`config.mk`:
```
export PLATFORM = sky130hd
export DESIGN_NAME = des_cbc_block_encrypt_unit
export DESIGN_NICKNAME = d
export VERILOG_FILES = /design/src/dcbe_pkg.sv /design/src/dcbe_rk_ram.sv /design/src/dcbe_key_sched.sv /design/src/dcbe_round_core.sv /design/src/des_cbc_block_encrypt_unit.sv
export SDC_FILE = /design/constraint.sdc
export NUM_CORES = 2
export LEC_CHECK = 0
export BUFFER_PORTS_ARGS = -buffer_cell sky130_fd_sc_hd__buf_2
export CAP_MARGIN = 5
export CORE_ASPECT_RATIO = 1.25
export CORE_UTILIZATION = 40
export DETAILED_ROUTE_END_ITERATION = 10
export GPL_TIMING_DRIVEN = 1
export SLEW_MARGIN = 0
export SYNTH_ARGS = -nofsm -noshare
export SYNTH_HDL_FRONTEND = slang
export SYNTH_SLANG_ARGS = --single-unit
```
`constraint.sdc`:
```
create_clock -name aclk -period 7.1 [get_ports aclk]
set_clock_uncertainty 0.05 [all_clocks]
set_input_delay 0.71 -clock aclk [delete_from_list [all_inputs] [get_ports aclk]]
set_output_delay 0.71 -clock aclk [all_outputs]
set_load 0.02 [all_outputs]
```
`src/dcbe_pkg.sv`:
```
// ----------------------------------------------------------------------------
// dcbe_pkg
// Shared constants, types and permutation functions of the DES block unit.
// ----------------------------------------------------------------------------
package dcbe_pkg;

    localparam int ROUND_COUNT = 16;
    localparam int RK_AW       = 4;
    localparam int RK_W        = 48;

    localparam logic [1:0] REG_KEY   = 2'd0;
    localparam logic [1:0] REG_IV    = 2'd1;
    localparam logic [1:0] REG_CHAIN = 2'd2;

    typedef enum logic [1:0] {
        ST_KEYGEN,
        ST_IDLE,
        ST_ROUND,
        ST_DONE
    } ctrl_state_t;

    // key-schedule write request towards the round-key store
    typedef struct packed {
        logic                    wr_en;
        logic [RK_AW-1:0]        wr_addr;
        logic [RK_W-1:0]         wr_data;
    } rk_wr_t;

    typedef logic [7:0] tab64_t [64];
    typedef logic [7:0] tab56_t [56];
    typedef logic [7:0] tab48_t [48];
    typedef logic [7:0] tab32_t [32];
    typedef logic [3:0] sbox_t [8][64];

    localparam tab64_t IP_TAB = '{
        58,50,42,34,26,18,10,2, 60,52,44,36,28,20,12,4,
        62,54,46,38,30,22,14,6, 64,56,48,40,32,24,16,8,
        57,49,41,33,25,17,9,1,  59,51,43,35,27,19,11,3,
        61,53,45,37,29,21,13,5, 63,55,47,39,31,23,15,7};
    localparam tab64_t FP_TAB = '{
        40,8,48,16,56,24,64,32, 39,7,47,15,55,23,63,31,
        38,6,46,14,54,22,62,30, 37,5,45,13,53,21,61,29,
        36,4,44,12,52,20,60,28, 35,3,43,11,51,19,59,27,
        34,2,42,10,50,18,58,26, 33,1,41,9,49,17,57,25};
    localparam tab48_t EX_TAB = '{
        32,1,2,3,4,5, 4,5,6,7,8,9, 8,9,10,11,12,13, 12,13,14,15,16,17,
        16,17,18,19,20,21, 20,21,22,23,24,25, 24,25,26,27,28,29, 28,29,30,31,32,1};
    localparam tab32_t PP_TAB = '{
        16,7,20,21,29,12,28,17, 1,15,23,26,5,18,31,10,
        2,8,24,14,32,27,3,9, 19,13,30,6,22,11,4,25};
    localparam tab56_t PC1_TAB = '{
        57,49,41,33,25,17,9,1,58,50,42,34,26,18,10,2,59,51,43,35,27,19,11,3,
        60,52,44,36,63,55,47,39,31,23,15,7,62,54,46,38,30,22,14,6,61,53,45,37,
        29,21,13,5,28,20,12,4};
    localparam tab48_t PC2_TAB = '{
        14,17,11,24,1,5,3,28,15,6,21,10,23,19,12,4,26,8,16,7,27,20,13,2,
        41,52,31,37,47,55,30,40,51,45,33,48,44,49,39,56,34,53,46,42,50,36,29,32};
    localparam logic [15:0] ROT_TWO = 16'b0111_1110_1111_1100; // bit r: shift by 2

    localparam sbox_t SBOX = '{
        '{14,4,13,1,2,15,11,8,3,10,6,12,5,9,0,7, 0,15,7,4,14,2,13,1,10,6,12,11,9,5,3,8,
          4,1,14,8,13,6,2,11,15,12,9,7,3,10,5,0, 15,12,8,2,4,9,1,7,5,11,3,14,10,0,6,13},
        '{15,1,8,14,6,11,3,4,9,7,2,13,12,0,5,10, 3,13,4,7,15,2,8,14,12,0,1,10,6,9,11,5,
          0,14,7,11,10,4,13,1,5,8,12,6,9,3,2,15, 13,8,10,1,3,15,4,2,11,6,7,12,0,5,14,9},
        '{10,0,9,14,6,3,15,5,1,13,12,7,11,4,2,8, 13,7,0,9,3,4,6,10,2,8,5,14,12,11,15,1,
          13,6,4,9,8,15,3,0,11,1,2,12,5,10,14,7, 1,10,13,0,6,9,8,7,4,15,14,3,11,5,2,12},
        '{7,13,14,3,0,6,9,10,1,2,8,5,11,12,4,15, 13,8,11,5,6,15,0,3,4,7,2,12,1,10,14,9,
          10,6,9,0,12,11,7,13,15,1,3,14,5,2,8,4, 3,15,0,6,10,1,13,8,9,4,5,11,12,7,2,14},
        '{2,12,4,1,7,10,11,6,8,5,3,15,13,0,14,9, 14,11,2,12,4,7,13,1,5,0,15,10,3,9,8,6,
          4,2,1,11,10,13,7,8,15,9,12,5,6,3,0,14, 11,8,12,7,1,14,2,13,6,15,0,9,10,4,5,3},
        '{12,1,10,15,9,2,6,8,0,13,3,4,14,7,5,11, 10,15,4,2,7,12,9,5,6,1,13,14,0,11,3,8,
          9,14,15,5,2,8,12,3,7,0,4,10,1,13,11,6, 4,3,2,12,9,5,15,10,11,14,1,7,6,0,8,13},
        '{4,11,2,14,15,0,8,13,3,12,9,7,5,10,6,1, 13,0,11,7,4,9,1,10,14,3,5,12,2,15,8,6,
          1,4,11,13,12,3,7,14,10,15,6,8,0,5,9,2, 6,11,13,8,1,4,10,7,9,5,0,15,14,2,3,12},
        '{13,2,8,4,6,15,11,1,10,9,3,14,5,0,12,7, 1,15,13,8,10,3,7,4,12,5,6,11,0,14,9,2,
          7,11,4,1,9,12,14,2,0,6,10,13,15,3,5,8, 2,1,14,7,4,10,8,13,15,12,9,0,3,5,6,11}};

    // Bit numbering of the tables: 1 is the most significant bit.
    function automatic logic [63:0] perm_ip(input logic [63:0] v);
        logic [63:0] r;
        for (int k = 0; k < 64; k++) r[63-k] = v[64-IP_TAB[k]];
        return r;
    endfunction

    function automatic logic [63:0] perm_fp(input logic [63:0] v);
        logic [63:0] r;
        for (int k = 0; k < 64; k++) r[63-k] = v[64-FP_TAB[k]];
        return r;
    endfunction

    function automatic logic [55:0] perm_pc1(input logic [63:0] v);
        logic [55:0] r;
        for (int k = 0; k < 56; k++) r[55-k] = v[64-PC1_TAB[k]];
        return r;
    endfunction

    function automatic logic [47:0] perm_pc2(input logic [55:0] v);
        logic [47:0] r;
        for (int k = 0; k < 48; k++) r[47-k] = v[56-PC2_TAB[k]];
        return r;
    endfunction

    // one round function: expand, mix key, substitute, permute
    function automatic logic [31:0] feistel(input logic [31:0] half,
                                            input logic [47:0] rk);
        logic [47:0] x;
        logic [31:0] s;
        logic [31:0] r;
        logic [5:0]  six;
        for (int k = 0; k < 48; k++) x[47-k] = half[32-EX_TAB[k]];
        x = x ^ rk;
        for (int b = 0; b < 8; b++) begin
            six = x[47-6*b -: 6];
            s[31-4*b -: 4] = SBOX[b][{six[5], six[0], six[4:1]}];
        end
        for (int k = 0; k < 32; k++) r[31-k] = s[32-PP_TAB[k]];
        return r;
    endfunction

endpackage

```
`src/dcbe_rk_ram.sv`:
```
// ----------------------------------------------------------------------------
// dcbe_rk_ram
// Round-key store: one write port, one read port, registered read data.
// ----------------------------------------------------------------------------
module dcbe_rk_ram (
    input  logic                        aclk,
    input  dcbe_pkg::rk_wr_t            wr,
    input  logic [dcbe_pkg::RK_AW-1:0]  rd_addr,
    output logic [dcbe_pkg::RK_W-1:0]   rd_data
);
    logic [dcbe_pkg::RK_W-1:0] mem [dcbe_pkg::ROUND_COUNT];

    // write key, read registered
    always_ff @(posedge aclk) begin
        if (wr.wr_en) begin
            mem[wr.wr_addr] <= wr.wr_data;
        end
        rd_data <= mem[rd_addr];
    end
endmodule

```
`src/dcbe_key_sched.sv`:
```
// ----------------------------------------------------------------------------
// dcbe_key_sched
// Derives the sixteen round keys from the key, one per cycle.
// ----------------------------------------------------------------------------
module dcbe_key_sched (
    input  logic              aclk,
    input  logic              aresetn,
    input  logic              start,
    input  logic [63:0]       des_key,
    output logic              busy,
    output dcbe_pkg::rk_wr_t  wr
);
    logic                       busy_reg, busy_next;
    logic [dcbe_pkg::RK_AW-1:0] idx_reg, idx_next;
    logic [27:0]                c_reg, c_next, d_reg, d_next;
    logic [27:0]                c_rot, d_rot;
    logic [55:0]                cd0;

    assign cd0 = dcbe_pkg::perm_pc1(des_key);

    // rotate by the schedule amount of this round
    always_comb begin
        if (dcbe_pkg::ROT_TWO[idx_reg]) begin
            c_rot = {c_reg[25:0], c_reg[27:26]};
            d_rot = {d_reg[25:0], d_reg[27:26]};
        end else begin
            c_rot = {c_reg[26:0], c_reg[27]};
            d_rot = {d_reg[26:0], d_reg[27]};
        end
    end

    // advance one round key per cycle
    always_comb begin
        busy_next = busy_reg;
        idx_next  = idx_reg;
        c_next    = c_reg;
        d_next    = d_reg;
        if (start) begin
            busy_next = 1'b1;
            idx_next  = '0;
            c_next    = cd0[55:28];
            d_next    = cd0[27:0];
        end else if (busy_reg) begin
            c_next   = c_rot;
            d_next   = d_rot;
            idx_next = idx_reg + 1'b1;
            if (idx_reg == dcbe_pkg::RK_AW'(dcbe_pkg::ROUND_COUNT - 1)) begin
                busy_next = 1'b0;
            end
        end
    end

    always_ff @(posedge aclk) begin
        if (!aresetn) begin
            busy_reg <= 1'b0;
            idx_reg  <= '0;
        end else begin
            busy_reg <= busy_next;
            idx_reg  <= idx_next;
        end
        c_reg <= c_next;
        d_reg <= d_next;
    end

    assign busy       = busy_reg;
    assign wr.wr_en   = busy_reg && !start;
    assign wr.wr_addr = idx_reg;
    assign wr.wr_data = dcbe_pkg::perm_pc2({c_rot, d_rot});
endmodule

```
`src/dcbe_round_core.sv`:
```
// ----------------------------------------------------------------------------
// dcbe_round_core
// Pads, chains and runs one block through sixteen rounds, one per cycle.
// ----------------------------------------------------------------------------
module dcbe_round_core (
    input  logic                        aclk,
    input  logic                        aresetn,
    input  logic                        keys_ready,
    input  logic                        s_tvalid,
    output logic                        s_tready,
    input  logic [63:0]                 plain_block,
    input  logic [3:0]                  byte_count,
    input  logic                        restart_chain,
    input  logic [63:0]                 initial_vector,
    input  logic                        chain_enable,
    output logic [dcbe_pkg::RK_AW-1:0]  rk_addr,
    input  logic [dcbe_pkg::RK_W-1:0]   rk_data,
    output logic                        m_tvalid,
    input  logic                        m_tready,
    output logic [63:0]                 cipher_block
);
    dcbe_pkg::ctrl_state_t      state_reg, state_next;
    logic [dcbe_pkg::RK_AW-1:0] rnd_reg, rnd_next;
    logic [31:0]                l_reg, l_next, r_reg, r_next;
    logic [63:0]                chain_reg, chain_next;
    logic [63:0]                out_reg, out_next;
    logic                       ovld_reg, ovld_next;
    logic [63:0]                padded, chained, ip_val, cipher;
    logic [63:0]                chain_src;
    logic [3:0]                 pad;
    logic                       accept, last_rnd;

    // pad missing bytes with their count
    always_comb begin
        padded = plain_block;
        pad    = 4'd8 - byte_count;
        for (int k = 0; k < 8; k++) begin
            if (byte_count < 4'd8 && k >= 32'(byte_count)) begin
                padded[56-8*k +: 8] = {4'd0, pad};
            end
        end
    end

    assign chain_src = restart_chain ? initial_vector : chain_reg;
    assign chained   = chain_enable ? (padded ^ chain_src) : padded;
    assign ip_val    = dcbe_pkg::perm_ip(chained);
    assign accept    = s_tvalid && s_tready;
    assign last_rnd  = rnd_reg == dcbe_pkg::RK_AW'(dcbe_pkg::ROUND_COUNT - 1);
    assign cipher    = dcbe_pkg::perm_fp({l_reg ^ dcbe_pkg::feistel(r_reg, rk_data), r_reg});

    // next state
    always_comb begin
        state_next = state_reg;
        case (state_reg)
            dcbe_pkg::ST_KEYGEN: if (keys_ready) state_next = dcbe_pkg::ST_IDLE;
            dcbe_pkg::ST_IDLE:   if (!keys_ready) state_next = dcbe_pkg::ST_KEYGEN;
                                 else if (accept) state_next = dcbe_pkg::ST_ROUND;
            dcbe_pkg::ST_ROUND:  if (last_rnd) state_next = dcbe_pkg::ST_DONE;
            dcbe_pkg::ST_DONE:   if (!ovld_reg || m_tready) state_next = dcbe_pkg::ST_IDLE;
            default:             state_next = dcbe_pkg::ST_KEYGEN;
        endcase
    end

    // datapath and outputs
    always_comb begin
        s_tready   = (state_reg == dcbe_pkg::ST_IDLE) && keys_ready;
        rnd_next   = rnd_reg;
        l_next     = l_reg;
        r_next     = r_reg;
        chain_next = chain_reg;
        out_next   = out_reg;
        ovld_next  = ovld_reg && !m_tready;
        rk_addr    = rnd_reg;
        case (state_reg)
            dcbe_pkg::ST_IDLE: begin
                rk_addr = '0;
                if (accept) begin
                    l_next   = ip_val[63:32];
                    r_next   = ip_val[31:0];
                    rnd_next = '0;
                    if (restart_chain) chain_next = initial_vector;
                end
            end
            dcbe_pkg::ST_ROUND: begin
                rk_addr = rnd_reg + 1'b1;
                if (!last_rnd) begin
                    l_next   = r_reg;
                    r_next   = l_reg ^ dcbe_pkg::feistel(r_reg, rk_data);
                    rnd_next = rnd_reg + 1'b1;
                end else begin
                    // hold the cipher until the output register frees
                    l_next = cipher[63:32];
                    r_next = cipher[31:0];
                    if (chain_enable) chain_next = cipher;
                end
            end
            dcbe_pkg::ST_DONE: begin
                if (!ovld_reg || m_tready) begin
                    out_next  = {l_reg, r_reg};
                    ovld_next = 1'b1;
                end
            end
            default: ;
        endcase
    end

    always_ff @(posedge aclk) begin
        if (!aresetn) begin
            state_reg <= dcbe_pkg::ST_KEYGEN;
            ovld_reg  <= 1'b0;
            chain_reg <= '0;
            rnd_reg   <= '0;
        end else begin
            state_reg <= state_next;
            ovld_reg  <= ovld_next;
            chain_reg <= chain_next;
            rnd_reg   <= rnd_next;
        end
        l_reg   <= l_next;
        r_reg   <= r_next;
        out_reg <= out_next;
    end

    assign m_tvalid     = ovld_reg;
    assign cipher_block = out_reg;
endmodule

```
`src/des_cbc_block_encrypt_unit.sv`:
```
// ----------------------------------------------------------------------------
// des_cbc_block_encrypt_unit
// DES block encryption with PKCS#5 padding and optional block chaining.
// ----------------------------------------------------------------------------
// Channel   | Ports      | Payload
// input     | s_axis     | tdata = plain_block[63:0]; tuser = byte_count[3:0], restart_chain[4]
// result    | m_axis     | tdata = cipher_block[63:0]
// config    | APB        | 0x0 des_key, 0x8 initial_vector, 0x10 chain_enable
//
// A result reaches the output register after its transfer by sixteen rounds
// through the shared round unit fed by the round-key memory, then a wait in the
// done state until the output register is free. The next block is accepted only
// once the result is in the output register. After reset and after each key write,
// the key schedule rebuilds all sixteen round keys before a block is accepted.
// A stalled result holds; the next block is accepted while it waits.
// ----------------------------------------------------------------------------
module des_cbc_block_encrypt_unit (
    input  logic        aclk,
    input  logic        aresetn,
    input  logic        s_tvalid,
    output logic        s_tready,
    input  logic [63:0] s_tdata,   // plain_block
    input  logic [7:0]  s_tuser,   // byte_count [3:0], restart_chain [4], zeros above
    output logic        m_tvalid,
    input  logic        m_tready,
    output logic [63:0] m_tdata,   // cipher_block
    input  logic        psel,
    input  logic        penable,
    input  logic        pwrite,
    input  logic [4:0]  paddr,
    input  logic [63:0] pwdata,
    output logic [63:0] prdata,
    output logic        pready
);
    logic [63:0]                key_reg, iv_reg;
    logic                       chain_reg;
    logic                       wr_fire, key_wr, rst_d_reg, start, sched_busy;
    logic [1:0]                 reg_idx;
    dcbe_pkg::rk_wr_t           rk_wr;
    logic [dcbe_pkg::RK_AW-1:0] rk_addr;
    logic [dcbe_pkg::RK_W-1:0]  rk_data;

    assign pready  = 1'b1;
    assign wr_fire = psel && penable && pwrite && (paddr[2:0] == 3'd0);
    assign reg_idx = paddr[4:3];
    assign key_wr  = wr_fire && reg_idx == dcbe_pkg::REG_KEY;

    // register writes
    always_ff @(posedge aclk) begin
        if (!aresetn) begin
            key_reg   <= '0;
            iv_reg    <= '0;
            chain_reg <= 1'b0;
            rst_d_reg <= 1'b1;
        end else begin
            rst_d_reg <= 1'b0;
            if (wr_fire) begin
                case (reg_idx)
                    dcbe_pkg::REG_KEY:   key_reg   <= pwdata;
                    dcbe_pkg::REG_IV:    iv_reg    <= pwdata;
                    dcbe_pkg::REG_CHAIN: chain_reg <= pwdata[0];
                    default: ;
                endcase
            end
        end
    end

    // register reads
    always_comb begin
        case (reg_idx)
            dcbe_pkg::REG_KEY:   prdata = key_reg;
            dcbe_pkg::REG_IV:    prdata = iv_reg;
            dcbe_pkg::REG_CHAIN: prdata = {63'd0, chain_reg};
            default:             prdata = '0;
        endcase
    end

    // rebuild round keys after reset and after a key write
    assign start = rst_d_reg || key_wr;

    dcbe_key_sched u_sched (
        .aclk    (aclk),
        .aresetn (aresetn),
        .start   (start),
        .des_key (key_wr ? pwdata : key_reg),
        .busy    (sched_busy),
        .wr      (rk_wr)
    );

    dcbe_rk_ram u_ram (
        .aclk    (aclk),
        .wr      (rk_wr),
        .rd_addr (rk_addr),
        .rd_data (rk_data)
    );

    dcbe_round_core u_core (
        .aclk           (aclk),
        .aresetn        (aresetn),
        .keys_ready     (!sched_busy && !start),
        .s_tvalid       (s_tvalid),
        .s_tready       (s_tready),
        .plain_block    (s_tdata),
        .byte_count     (s_tuser[3:0] > 4'd8 ? 4'd8 : s_tuser[3:0]),
        .restart_chain  (s_tuser[4]),
        .initial_vector (iv_reg),
        .chain_enable   (chain_reg),
        .rk_addr        (rk_addr),
        .rk_data        (rk_data),
        .m_tvalid       (m_tvalid),
        .m_tready       (m_tready),
        .cipher_block   (m_tdata)
    );
endmodule

```
==> run summary <==
• finished clean — run status
• 110 — total CTS buffers
• 4,279 — synthesized instance count
• sky130_fd_sc_hd__inv_1 — critical path's most frequent cell
• 0 — Residual DRC
• 0 — final max-slew violation count
• 24.93% — global router's overall resource usage
• 0 ns — Final TNS setup
• 418.6 um — vertical die dimension
• 6,190 — total instance count after detailed placement
• 4.735 ns — post-route minimum period
• 58,920 um^2 — instance area after placement
• 4,500 — Synth Net Count
• 0 — Yosys warnings
• sky130_fd_sc_hd__edfxtp_1 — most frequent cell after synthesis
• 0 — Setup Fix Bufs, Post-CTS
• multiplexers — largest family of logic cells by synthesized area
• u_core.r_reg[4]$_DFFE_PP_ — crit path launch
• 1,207 — total of flip-flops plus latches after synthesis
• 5.07 ns — Critical Path AT
• sky130_fd_sc_hd__edfxtp_1 (51%), sky130_fd_sc_hd__dfxtp_1 (9.2%), sky130_fd_sc_hd__mux4_2 (8.6%) — main area contributors after synthesis
• 35,570 — number of global-route vias before repair
• 0.9318 — global placer's final weighted congestion
• 27.81 um — Avg WL per Cell
• 1,207 — clock sink total
• 97 — pin count of the biggest net entering global routing
• 6,403 — Cell Count, Final, Fillers Out
• 1.280 ns — Worst Tran Pin Value
• 0 — remaining global-route overflow
• 66.69% — final cycle utilization of the critical path
• sky130_fd_sc_hd__edfxtp_1 — Synth Flop Type
• 115,500 um — Final HPWL DP
• 3 — number of H-tree levels
• 3 — CP bufs+invs
• sky130_fd_sc_hd__a221oi_1 — slowest cell on the critical path
• 1.02 ns — Critical Path Max Stage Delay
• 11.60 mW — Pint
• 12.80% — area overhead of the layout relative to synthesis
• 45.55% — final core utilization
• 9.305% — area share of and/or/nand/nor cells after synthesis
• compound AO/OA/AOI/OAI gates — Crit path max-delay family
• 5.848 — post-detailed-route via-to-cell ratio
• 0 — cts hold-fix bufs
• 60.67% — sequential cell area fraction in the yosys report
• 140,300 um^2 — total die area
• 40.39% — Initial Util
• 0 — number of max-cap violations
• 14,750 um — metal3 WL
• register — Critical Path Start Type
• 279 — top-level I/O count
• sky130_fd_sc_hd__edfxtp_1 — largest area contributor in the netlist
• 84 — Cell variety after synth
• u_core.r_reg[4]$_DFFE_PP_ — launch point of the worst reg-to-reg path
• 137,500 um^2 — area of the core region
• 253,300 um — first-pass GRT wire length
• 335.3 um — die extent in x
• buf_4 -> xor2_1 -> inv_1 -> ha_1 -> inv_1 -> nor2_1 -> o21ai_0 -> a21oi_1 -> o22ai_1 -> xnor2_1 -> a221oi_1 — cell-by-cell trace of the critical path
• 0 — Final Hold Vio Count
• reg2reg — critical path type
• 0.07 ns — Reg clk slew, reported paths
• 0.76 ns — latest clock arrival within the worst-skew pair
• 51.48% — area share of the largest cell type after synthesis
• 0.1901 mV — maximum vdd ir drop
• 8.5% — combinational group share of total power
• register — critical path capture point type
• 12.98 um^2 — syn avg cell area
• 4,675 — count of nets after finishing
• 40.2% — clock share of power
• in2reg — min-delay worst type
• 20.36% — ratio of cells with drive above 1 in the final layout
• 8.900% — compound-gate portion of the synthesized area
• 1.645% — Post-Synth Adder-Cell Area
• 0 — Setup-failing EPs final
• 11 — Max FO, Critical Path
• 0 — antenna-violating nets left
• 4,288 — count of routing violations after the opening detailed-route iteration
• 62,640 um^2 — Design Area, Final
• 24.39% — switch share
• 3.287% — xor/xnor share of the synthesized area
• 152 — number of standard-cell rows in the floorplan
• pwdata[55] — Hold Crit Start
• sky130_fd_sc_hd__edfxtp_1 (952), sky130_fd_sc_hd__nand2_1 (601), sky130_fd_sc_hd__nor2_1 (276), sky130_fd_sc_hd__dfxtp_1 (255), sky130_fd_sc_hd__a21oi_1 (237) — most frequent cells after synthesis
• 14.52% — worst slew slack as a fraction of its limit
• 83,080 um — WL met2
• met5 — Top Metal Used
• 274 — number of port buffers
• sky130_fd_sc_hd__clkbuf_16 — buffer cell driving the clock tree root
• done — TritonCTS clock tree
• 244.9 nW/um^2 — power density cells
• u_ram.mem — Biggest register
• 178,100 um — Final Routed Wirelength
• 952 — Post-synth EDFFs
• 13.67% — multiplexer fraction of the synthesized cell area
• 0 — Resized cells post-CTS
• 5 — first drt pass iteration count
• 0.2112 GHz — highest clock frequency the design can meet
• 70,850 um — met1 layer wirelength in the final routing
• 7.43 ns — required time worst endpoint
• false — setup repair after global routing missed its margin
• 22 — initial antenna violation count
• 21.15 nW — standby leakage power
• 0% — share of flip-flops with an asynchronous set or reset
• 3.741 mW — net switching power figure
• 768 — max reg flops
• 37,440 — total vias in the final route
• 55,530 um^2 — Post-Synthesis Cell Area
• 3 — CTS max path bufs
• 51.3% — proportion of power drawn by flip-flops and latches
worst register-to-register path: stages (launching register included):
cell                       delay, ns
sky130_fd_sc_hd__edfxtp_1       0.36
sky130_fd_sc_hd__buf_4          0.21
sky130_fd_sc_hd__xor2_1         0.67
sky130_fd_sc_hd__inv_1          0.34
sky130_fd_sc_hd__ha_1           0.27
sky130_fd_sc_hd__inv_1          0.06
sky130_fd_sc_hd__nor2_1         0.06
sky130_fd_sc_hd__o21ai_0        0.19
sky130_fd_sc_hd__a21oi_1        0.10
sky130_fd_sc_hd__o22ai_1        0.72
sky130_fd_sc_hd__xnor2_1        0.31
sky130_fd_sc_hd__a221oi_1       1.02
placed cells by master (no fill, tap or decap), drive strengths merged, types with 70 or more instances in the layout:
cell / count
a31oi: 87
mux4: 214
xnor2: 101
a211oi: 77
ha: 73
clkbuf: 139
nand3: 70
dfxtp: 255
and2: 71
mux2i: 145
xor2: 98
mux2: 117
a21oi: 238
o21ai: 118
edfxtp: 952
nand2: 601
nor2: 276
buf: 357
power by group through the flow:
stage                     registers, mW  clock network, mW  logic [mW]
after floorplan                    7.97                  0       0.807
after global placement             8.02                  0        1.26
after detailed placement           8.02                  0        1.27
after CTS                          7.87               6.24        1.28
after global routing               7.88               6.49        1.37
final                              7.88               6.17        1.30
cell families after synthesis:
family	after synthesis
AOI/OAI and AO/OA	774
xor gates and xnor gates	199
adders and majority gates	73
buffers and inverters	354
DFF	1207
muxes	476
other	1
and+or+nand+nor	1195
worst paths after layout:
path                                  endpoint  slack, ns  cells after the start
max                 u_core.l_reg[22]$_DFFE_PP_       2.37                     11
min                    iv_reg[55]$_SDFFE_PN0P_       0.15                      3
max reg2reg         u_core.l_reg[22]$_DFFE_PP_       2.37                     11
min reg2reg  u_core.chain_reg[17]$_SDFFE_PN0P_       0.40                      2
through the flow:
stage	power (mW)	hold WS [ns]	worst slack, ns
2_1_floorplan	8.779	0.3706	1.786
3_3_place_gp	9.283	0.3854	2.434
3_5_place_dp	9.299	0.3929	2.362
4_1_cts	15.39	0.1094	2.567
5_1_grt	15.74	0.1384	2.480
6_report	15.34	0.1514	2.365
final cells by class:
type,instances,area (um^2)
multi-input cells,2718,20600
clock inverters,68,723.2
well taps,1848,2312
fillers,12340,74860
repair buffers,357,2077
flip-flops and latches,1207,33700
inverters,60,230.2
diodes,6,15.01
clock buffers,139,2983
routing by layer:
layer	track usage, %	up-vias
met5	0	-
met4	12.55	16
met3	4.111	311
met2	39.65	1775
met1	32.94	18960
li1	-	16380
(Power assumes the default switching activity.)
